**config.mk**
```make
export PLATFORM = sky130hd
export DESIGN_NAME = report_on_change_sleep_controller
export DESIGN_NICKNAME = d
export VERILOG_FILES = /design/src/rtl/rocsc_pkg.sv /design/src/rtl/rocsc_event.sv /design/src/rtl/report_on_change_sleep_controller.sv
export SDC_FILE = /design/constraint.sdc
export NUM_CORES = 1
export LEC_CHECK = 0
export BUFFER_PORTS_ARGS = -buffer_cell sky130_fd_sc_hd__clkbuf_2
export CAP_MARGIN = 20
export CORE_UTILIZATION = 60
export CTS_BUF_LIST = sky130_fd_sc_hd__clkbuf_2 sky130_fd_sc_hd__clkbuf_4 sky130_fd_sc_hd__clkbuf_8
export DETAILED_ROUTE_END_ITERATION = 10
export GPL_TIMING_DRIVEN = 0
export PLACE_DENSITY = 0.83
export SYNTH_ARGS = -nofsm -noshare
export SYNTH_HDL_FRONTEND = slang
export SYNTH_HIERARCHICAL = 1
export SYNTH_SLANG_ARGS = --single-unit
```
**constraint.sdc**
```tcl
create_clock -name clk_i -period 10.8 [get_ports clk_i]
set_clock_uncertainty 0.05 [all_clocks]
set_input_delay 2.7 -clock clk_i [delete_from_list [all_inputs] [get_ports clk_i]]
set_output_delay 2.7 -clock clk_i [all_outputs]
set_load 0.005 [all_outputs]
```
**src/rtl/rocsc_pkg.sv**
```systemverilog
// Package for the report-on-change sleep controller.
// Holds event and wake codes, register indexes, field widths and reset values.
// No dependencies.
package rocsc_pkg;

  localparam int LEVEL_BITS_DEF = 18;
  localparam int FUNC_W         = 3;
  localparam int COUNT_W        = 16;
  localparam int DIFF_W         = 16;
  localparam int SECS_W         = 13;
  localparam int WAKE_W         = 2;
  localparam int CFG_IDX_W      = 2;
  localparam int CFG_DATA_W     = 16;

  // Stored level after reset, truncated to the level width where needed.
  localparam int LEVEL_INVALID  = -100000;

  localparam logic [DIFF_W-1:0]  MIN_DIFF_RST  = 16'd50;
  localparam logic [COUNT_W-1:0] HEARTBEAT_RST = 16'd6;
  localparam logic [SECS_W-1:0]  PERIOD_RST    = 13'd600;
  localparam logic [SECS_W-1:0]  MODEM_RST     = 13'd1;

  typedef enum logic [FUNC_W-1:0] {
    FUNC_MEASURE   = 3'd0,
    FUNC_POSTED    = 3'd1,
    FUNC_CANCELED  = 3'd2,
    FUNC_SLEEP     = 3'd3,
    FUNC_ENTER_CFG = 3'd4,
    FUNC_LEAVE_CFG = 3'd5
  } func_e;

  typedef enum logic [WAKE_W-1:0] {
    WAKE_RF_CAL = 2'd0,
    WAKE_NO_CAL = 2'd1,
    WAKE_OFF    = 2'd2
  } wake_e;

  typedef enum logic [CFG_IDX_W-1:0] {
    CFG_MIN_DIFF  = 2'd0,
    CFG_HEARTBEAT = 2'd1,
    CFG_PERIOD    = 2'd2,
    CFG_MODEM     = 2'd3
  } cfg_idx_e;

  typedef struct packed {
    logic post;
    logic measure;
    logic config_mode;
  } flags_t;

  typedef struct packed {
    logic              sleep_now;
    wake_e             wake_mode;
    logic [SECS_W-1:0] secs;
  } sleep_t;

  typedef struct packed {
    logic [DIFF_W-1:0]  min_diff;
    logic [COUNT_W-1:0] heartbeat;
    logic [SECS_W-1:0]  period;
    logic [SECS_W-1:0]  modem;
  } cfg_t;

endpackage

```
**src/rtl/rocsc_event.sv**
```systemverilog
// Next-state logic of the report-on-change sleep controller for one event.
// Depends on rocsc_pkg.
module rocsc_event #(
  parameter int LEVEL_BITS = rocsc_pkg::LEVEL_BITS_DEF
) (
  input  logic [rocsc_pkg::FUNC_W-1:0]  func_i,
  input  logic signed [LEVEL_BITS-1:0]  level_i,
  input  rocsc_pkg::cfg_t               cfg_i,
  input  rocsc_pkg::flags_t             flags_i,
  input  logic [rocsc_pkg::COUNT_W-1:0] count_i,
  input  logic signed [LEVEL_BITS-1:0]  stored_i,
  output rocsc_pkg::flags_t             flags_o,
  output logic [rocsc_pkg::COUNT_W-1:0] count_o,
  output logic signed [LEVEL_BITS-1:0]  stored_o,
  output rocsc_pkg::sleep_t             sleep_o
);
  import rocsc_pkg::*;

  localparam int CmpW = (LEVEL_BITS > DIFF_W) ? LEVEL_BITS : DIFF_W;

  logic signed [LEVEL_BITS:0] diff;
  logic [LEVEL_BITS-1:0]      diff_abs;
  logic [CmpW-1:0]            mag_ext;
  logic [CmpW-1:0]            min_ext;
  logic                       report;

  // The magnitude of an (L+1)-bit difference of two L-bit levels fits in L bits.
  assign diff     = {stored_i[LEVEL_BITS-1], stored_i} - {level_i[LEVEL_BITS-1], level_i};
  assign diff_abs = diff[LEVEL_BITS] ? LEVEL_BITS'(-diff) : LEVEL_BITS'(diff);
  assign mag_ext  = CmpW'(diff_abs);
  assign min_ext  = CmpW'(cfg_i.min_diff);
  assign report   = (count_i == '0) || (mag_ext >= min_ext);

  always_comb begin
    flags_o           = flags_i;
    count_o           = count_i;
    stored_o          = stored_i;
    sleep_o.sleep_now = 1'b0;
    sleep_o.wake_mode = WAKE_RF_CAL;
    sleep_o.secs      = '0;
    case (func_e'(func_i))
      FUNC_MEASURE: begin
        if (report) begin
          stored_o        = level_i;
          flags_o.post    = 1'b1;
          flags_o.measure = 1'b0;
        end
      end
      FUNC_POSTED: begin
        count_o         = cfg_i.heartbeat;
        flags_o.post    = 1'b0;
        flags_o.measure = 1'b1;
      end
      FUNC_CANCELED: begin
        count_o         = '0;
        flags_o.post    = 1'b0;
        flags_o.measure = 1'b1;
      end
      FUNC_SLEEP: begin
        sleep_o.sleep_now = 1'b1;
        if (flags_i.post) begin
          sleep_o.wake_mode = WAKE_NO_CAL;
          sleep_o.secs      = cfg_i.modem;
        end else if (flags_i.config_mode) begin
          sleep_o.wake_mode = WAKE_RF_CAL;
          sleep_o.secs      = cfg_i.modem;
        end else begin
          sleep_o.wake_mode = WAKE_OFF;
          sleep_o.secs      = cfg_i.period;
          // count the heartbeat down, saturate at zero
          if (count_i != '0) begin
            count_o = count_i - COUNT_W'(1);
          end
        end
      end
      FUNC_ENTER_CFG: begin
        flags_o.config_mode = 1'b1;
        flags_o.post        = 1'b0;
        flags_o.measure     = 1'b0;
        sleep_o.sleep_now   = 1'b1;
        sleep_o.wake_mode   = WAKE_RF_CAL;
        sleep_o.secs        = cfg_i.modem;
      end
      FUNC_LEAVE_CFG: begin
        flags_o.config_mode = 1'b0;
        flags_o.post        = 1'b0;
        flags_o.measure     = 1'b1;
        sleep_o.sleep_now   = 1'b1;
        sleep_o.wake_mode   = WAKE_OFF;
        sleep_o.secs        = cfg_i.modem;
      end
      default: begin
      end
    endcase
  end

endmodule

```
**src/rtl/report_on_change_sleep_controller.sv**
```systemverilog
// Top level of the report-on-change sleep controller: config registers,
// state registers and the result register. Depends on rocsc_pkg, rocsc_event.
//
// channel   direction  tvalid/tready  payload
// s_axis    in         accept on both tdata: level; tuser: func
// m_axis    out        accept on both tdata: flags, last level, countdown, sleep
// cfg       in         cfg_we_i       cfg_idx_i, cfg_data_i, no read-back
//
// An event's next state is formed in one pass through rocsc_event and
// lands in the state and result registers at the same edge.
// One event per cycle is sustained while the result side keeps tready high.
// A stalled result holds in the output register; a new event is taken in
// the cycle the waiting result leaves. Reset restores register defaults and
// the state at once, with no clearing pass.
module report_on_change_sleep_controller #(
  parameter int LEVEL_BITS = rocsc_pkg::LEVEL_BITS_DEF,
  localparam int InW       = ((LEVEL_BITS + 7) / 8) * 8,
  localparam int OutBits   = LEVEL_BITS + 3 + rocsc_pkg::COUNT_W + 1
                             + rocsc_pkg::WAKE_W + rocsc_pkg::SECS_W,
  localparam int OutW      = ((OutBits + 7) / 8) * 8
) (
  input  logic                             clk_i,
  input  logic                             rst_ni,
  input  logic                             cfg_we_i,
  input  logic [rocsc_pkg::CFG_IDX_W-1:0]  cfg_idx_i,
  input  logic [rocsc_pkg::CFG_DATA_W-1:0] cfg_data_i,
  input  logic                             s_axis_tvalid,
  output logic                             s_axis_tready,
  // tdata fields from bit 0: level
  input  logic [InW-1:0]                   s_axis_tdata,
  // tuser fields from bit 0: func
  input  logic [rocsc_pkg::FUNC_W-1:0]     s_axis_tuser,
  output logic                             m_axis_tvalid,
  input  logic                             m_axis_tready,
  // tdata fields from bit 0: post_pending, measure_pending, config_pending,
  // last_level, countdown, sleep_now, wake_mode, sleep_seconds, zero fill
  output logic [OutW-1:0]                  m_axis_tdata
);
  import rocsc_pkg::*;

  localparam logic signed [LEVEL_BITS-1:0] LevelRst = LEVEL_BITS'(LEVEL_INVALID);

  cfg_t                        cfg_q;
  flags_t                      flags_q, flags_d;
  logic [COUNT_W-1:0]          count_q, count_d;
  logic signed [LEVEL_BITS-1:0] stored_q, stored_d;
  sleep_t                      sleep_d;
  logic                        out_valid_q;
  logic [OutW-1:0]             out_data_q, out_data_d;
  logic                        in_acc;

  assign s_axis_tready = !out_valid_q || m_axis_tready;
  assign in_acc        = s_axis_tvalid && s_axis_tready;
  assign m_axis_tvalid = out_valid_q;
  assign m_axis_tdata  = out_data_q;

  always_ff @(posedge clk_i or negedge rst_ni) begin
    if (!rst_ni) begin
      cfg_q.min_diff  <= MIN_DIFF_RST;
      cfg_q.heartbeat <= HEARTBEAT_RST;
      cfg_q.period    <= PERIOD_RST;
      cfg_q.modem     <= MODEM_RST;
    end else if (cfg_we_i) begin
      case (cfg_idx_e'(cfg_idx_i))
        CFG_MIN_DIFF:  cfg_q.min_diff  <= cfg_data_i[DIFF_W-1:0];
        CFG_HEARTBEAT: cfg_q.heartbeat <= cfg_data_i[COUNT_W-1:0];
        CFG_PERIOD:    cfg_q.period    <= cfg_data_i[SECS_W-1:0];
        CFG_MODEM:     cfg_q.modem     <= cfg_data_i[SECS_W-1:0];
        default: begin
        end
      endcase
    end
  end

  rocsc_event #(
    .LEVEL_BITS(LEVEL_BITS)
  ) u_event (
    .func_i  (s_axis_tuser),
    .level_i (s_axis_tdata[LEVEL_BITS-1:0]),
    .cfg_i   (cfg_q),
    .flags_i (flags_q),
    .count_i (count_q),
    .stored_i(stored_q),
    .flags_o (flags_d),
    .count_o (count_d),
    .stored_o(stored_d),
    .sleep_o (sleep_d)
  );

  assign out_data_d = OutW'({sleep_d.secs, sleep_d.wake_mode, sleep_d.sleep_now, count_d,
                             stored_d, flags_d.config_mode, flags_d.measure,
                             flags_d.post});

  always_ff @(posedge clk_i or negedge rst_ni) begin
    if (!rst_ni) begin
      flags_q.post        <= 1'b0;
      flags_q.measure     <= 1'b1;
      flags_q.config_mode <= 1'b0;
      count_q             <= '0;
      stored_q            <= LevelRst;
      out_valid_q         <= 1'b0;
    end else begin
      if (in_acc) begin
        flags_q  <= flags_d;
        count_q  <= count_d;
        stored_q <= stored_d;
      end
      // hold a stalled result, drop it once taken
      if (in_acc) begin
        out_valid_q <= 1'b1;
      end else if (m_axis_tready) begin
        out_valid_q <= 1'b0;
      end
    end
  end

  always_ff @(posedge clk_i) begin
    if (in_acc) begin
      out_data_q <= out_data_d;
    end
  end

`ifndef SYNTHESIS
  a_post_measure_excl: assert property (@(posedge clk_i) disable iff (!rst_ni)
    !(flags_q.post && flags_q.measure))
    else $error("post and measure flags both set");

  a_accept_gives_result: assert property (@(posedge clk_i) disable iff (!rst_ni)
    in_acc |=> m_axis_tvalid)
    else $error("accepted request produced no result");

  a_state_holds_idle: assert property (@(posedge clk_i) disable iff (!rst_ni)
    !in_acc |=> $stable(count_q) && $stable(stored_q) && $stable(flags_q))
    else $error("state changed without a request");

  a_cancel_clears: assert property (@(posedge clk_i) disable iff (!rst_ni)
    in_acc && (s_axis_tuser == FUNC_CANCELED)
    |=> (count_q == '0) && !flags_q.post && flags_q.measure)
    else $error("cancel did not clear countdown and post");
`endif

endmodule

```
==> results.md <==
- Worst setup EP type: register
- Leakage: 0.00424 µW
- Smallest hold slack: 461 ps
- Maximum Capacitance Violations: 0
- Post-CTS setup buffer count: 0
- TritonCTS clock tree: built
- Largest net degree at the start of global routing: 68
- Achievable Freq: 130 MHz
- Clock-pin slew of the registers on the worst-case setup and hold paths: 90 ps
- Result of the run: finished, final reports clean
- Placed instance area: 0.00925 mm²
- Most used flip-flop cell after synthesis: sky130_fd_sc_hd__dfrtp_1
- Share of async-settable or async-resettable flops after synthesis: 64.4%
- Syn_area_per_cell: 11.4 µm²
- Capturing point of the worst reg2reg path: stored_q[10]
- Total area of sequential cells: 0.00402 mm²
- Combined area of the multi-input logic cells: 0.00408 mm²
- Clock Sinks: 149
- DR DRC count: 0
- Initial core utilization: 61.3%
- Vias after detailed routing: 6310
- Overflow left after global routing: 0
- Filler Cells Inserted: 999
- Initial antenna violation count: 0
- Measured slew at the worst slew-check pin: 908 ps
- RSZ-0062 raised after global routing: false
- Antenna fix cells: 0
- Number of cells produced by synthesis: 745
- Largest fanout on the critical path: 10
- EDFF count, synth: 53
- Worst setup timing slack at the placement stage: 2700 ps
- Final slew viol count: 0
- Total power divided by cell area: 274 mW/mm²
- Peak supply drop: 0.000183 V
- Buffer cell driving the clock tree root: sky130_fd_sc_hd__clkbuf_8
- First-pass GRT wire length: 31300 µm
- Number of hold violations in the final report: 0
- Worst-case headroom to the max-slew limit: 39.4%
- Startpoint type of the worst setup path: primary input
- Routed WL per cell: 18.5 µm
- Cell depth of the worst flop-to-flop path: 21
- Ys Warns: 6
- Worst skew pair latency: 460 ps
- Final number of setup-violating endpoints: 0
- Worst reg2reg path startpoint: stored_q[0]
- Deepest level of the CTS H-tree: 4
- Number of I/O pins: 108
- Number of global-route vias before repair: 5990
- Number of DRC markers after the initial detailed-route iteration: 409
- Half-perimeter wire length after placement: 14500 µm
- Yosys cell types: 73
- Worst min path class: reg -> reg
- I/O Buffers: 97
- DIE WIDTH: 121 µm
- Total Routed Length: 19600 µm
- Cells on Worst Hold Path: 1
- DR vias/cell: 5.96
- Share of cells above drive strength 1: 33.6%
- Vert. Die Dim: 121 µm
- Crit path kind: in -> reg
- R2r setup slk: 5030 ps
- Relative area change from synthesis to final layout: 13.6%
- Worst Hold Launch: cfg_q[25]
- Drt first pass iters: 5
- Arrival time reported for the critical path endpoint: 7990 ps
- Number of flip-flops and latches in the synthesized netlist: 149
- Max clock buf depth: 2
- Die outline area: 0.0146 mm²
- Worst path cell trace: clkbuf_2 > inv_1 > ha_1 > nor2b_4 > o31a_4 > o2111ai_1 > a31oi_1 > o31ai_1 > clkbuf_1 > nand2_1 > xnor2_1 > ha_1 > a211oi_1 > nor2b_1 > o211ai_1 > a21o_1 > a21oi_1 > a31oi_4 > buf_12 > mux2_4 > mux2_2
- Final Critical Period: 7690 ps
- Core footprint: 0.0138 mm²
- Summed instance area of the synthesized netlist: 0.00848 mm²
- Net total in the final layout: 952
- Cell with the largest stage delay on the worst path: sky130_fd_sc_hd__o2111ai_1
- Remaining antenna violation count: 0
- Hold Path Sink: cfg_q[25]
- Finished layout cell area: 0.00963 mm²
- Period utilisation layout: 71.2%
- Setup TNS: 0 ps
- Inserted Clock Buffers: 17
- Setup WS post-layout: 3110 ps
- Sequential-to-total area share from yosys stat: 47.4%
- Global placement routability congestion: 0.868
- Number of buffers and inverters on the critical path: 4
- Site row count: 43
- Data required time of the critical path: 11100 ps
- Global Route Usage Sum: 28.1%
- Number of buffers added to fix hold violations after cts: 0
- Max incr delay on CP: 430 ps
- Family with the most delay on the worst path: compound AO/OA/AOI/OAI gates
- Count of cells resized by post-cts repair: 0
- Cell seen most often among critical-path stages: sky130_fd_sc_hd__ha_1
cells in the mapped netlist (all sizes together), types with 3 or more instances:
cell type | count | area [µm²]
o31a | 3 | 35.0
a211oi | 5 | 37.5
a22oi | 3 | 22.5
nand2b | 10 | 65.1
a22o | 25 | 219
a31oi | 5 | 46.3
xnor2 | 15 | 131
clkbuf | 23 | 96.3
nand4 | 5 | 31.3
ha | 36 | 450
mux2 | 112 | 1290
nand2 | 34 | 128
edfxtp | 53 | 1590
and2 | 5 | 31.3
a21oi | 46 | 230
or3 | 7 | 48.8
nand3 | 14 | 82.6
a21o | 12 | 90.1
dfstp | 19 | 499
nor3 | 16 | 80.1
o21a | 5 | 37.5
o31ai | 4 | 30.0
dfrtp | 77 | 1930
xor2 | 9 | 78.8
o211a | 3 | 30.0
o211ai | 7 | 52.6
or2 | 5 | 31.3
inv | 45 | 169
and3 | 3 | 18.8
o21ai | 38 | 190
buf | 16 | 124
nor2 | 31 | 116
nor4 | 8 | 50.1
nor2b | 8 | 57.6
o22ai | 5 | 31.3
mux2i | 3 | 30.0
logic make-up after synthesis:
| group | synth area share (%) |
|---|---|
| AOI/OAI and AO/OA | 14.5 |
| xor gates and xnor gates | 2.48 |
| adders and majority gates | 5.55 |
| buffers and inverters | 4.59 |
| DFF | 47.4 |
| muxes | 15.6 |
| other | 0.0442 |
| and+or+nand+nor | 9.82 |
cell type report:
cell class                      instances  area share, %
Inverter                               45           1.75
Sequential cell                       149           41.7
Clock inverter                         14           1.43
Multi-Input combinational cell        514           42.3
Clock buffer                           18           2.57
Timing Repair Buffer                   99           5.56
Buffer                                 39           2.29
Tap cell                              180           2.34
stage by stage:
stage / util [%] / total power, µW / std cells
2_1_floorplan: - / 1880 / 747
3_3_place_gp: 66.5 / 2140 / 1024
3_5_place_dp: 66.9 / 2210 / 1026
4_1_cts: 69.6 / 2640 / 1058
5_1_grt: 69.6 / 2850 / 1058
6_report: 69.6 / 2640 / 1058
sequential cells by signal, indices dropped and copies added, names as in the netlist:
name           cells
cfg_q             58
stored_q          18
m_axis_tdata      53
flags_q            3
count_q           16
m_axis_tvalid      1
worst max path at each step:
stage / from / endpoint / slack, ps / cells after the start
3_3_place_gp: s_axis_tdata[2] / flags_q[2] / 2880 / 21
5_1_grt: s_axis_tdata[2] / flags_q[2] / 2740 / 21
2_1_floorplan: s_axis_tdata[2] / flags_q[2] / 3670 / 20
3_5_place_dp: s_axis_tdata[2] / stored_q[10] / 2700 / 21
4_1_cts: s_axis_tdata[2] / stored_q[10] / 3170 / 21
6_report: s_axis_tdata[2] / stored_q[10] / 3110 / 21
report_power, final:
| group | total (µW) | internal, µW | switching, µW |
|---|---|---|---|
| Combinational | 1350 | 611 | 737 |
| Clock | 419 | 176 | 243 |
| Sequential | 870 | 765 | 105 |
| Total | 2640 | 1550 | 1080 |
routing by layer:
layer	track usage (%)	share of wire [%]
met1	39.9	46
met2	44.3	47
met3	5.22	5.1
met4	8.02	1.3
met5	0	0
cell usage in the layout (no fill, tap or decap), drive strengths merged, types with 4 or more instances in the layout:
cell type	instances
a31oi	5
or3	7
dfrtp	77
or2	5
ha	36
inv	52
xnor2	15
nor4	8
nand3	14
nor2	31
o22ai	5
clkinv	6
buf	18
o211ai	7
nand2b	10
mux2	112
a21o	12
nand2	34
a22o	25
o21a	5
nor3	16
clkbuf	138
xor2	9
nand4	5
o31ai	4
edfxtp	53
nor2b	8
and2	5
dfstp	19
o21ai	38
a21oi	46
a211oi	5
Note: power is estimated with default switching activity, not from simulation.
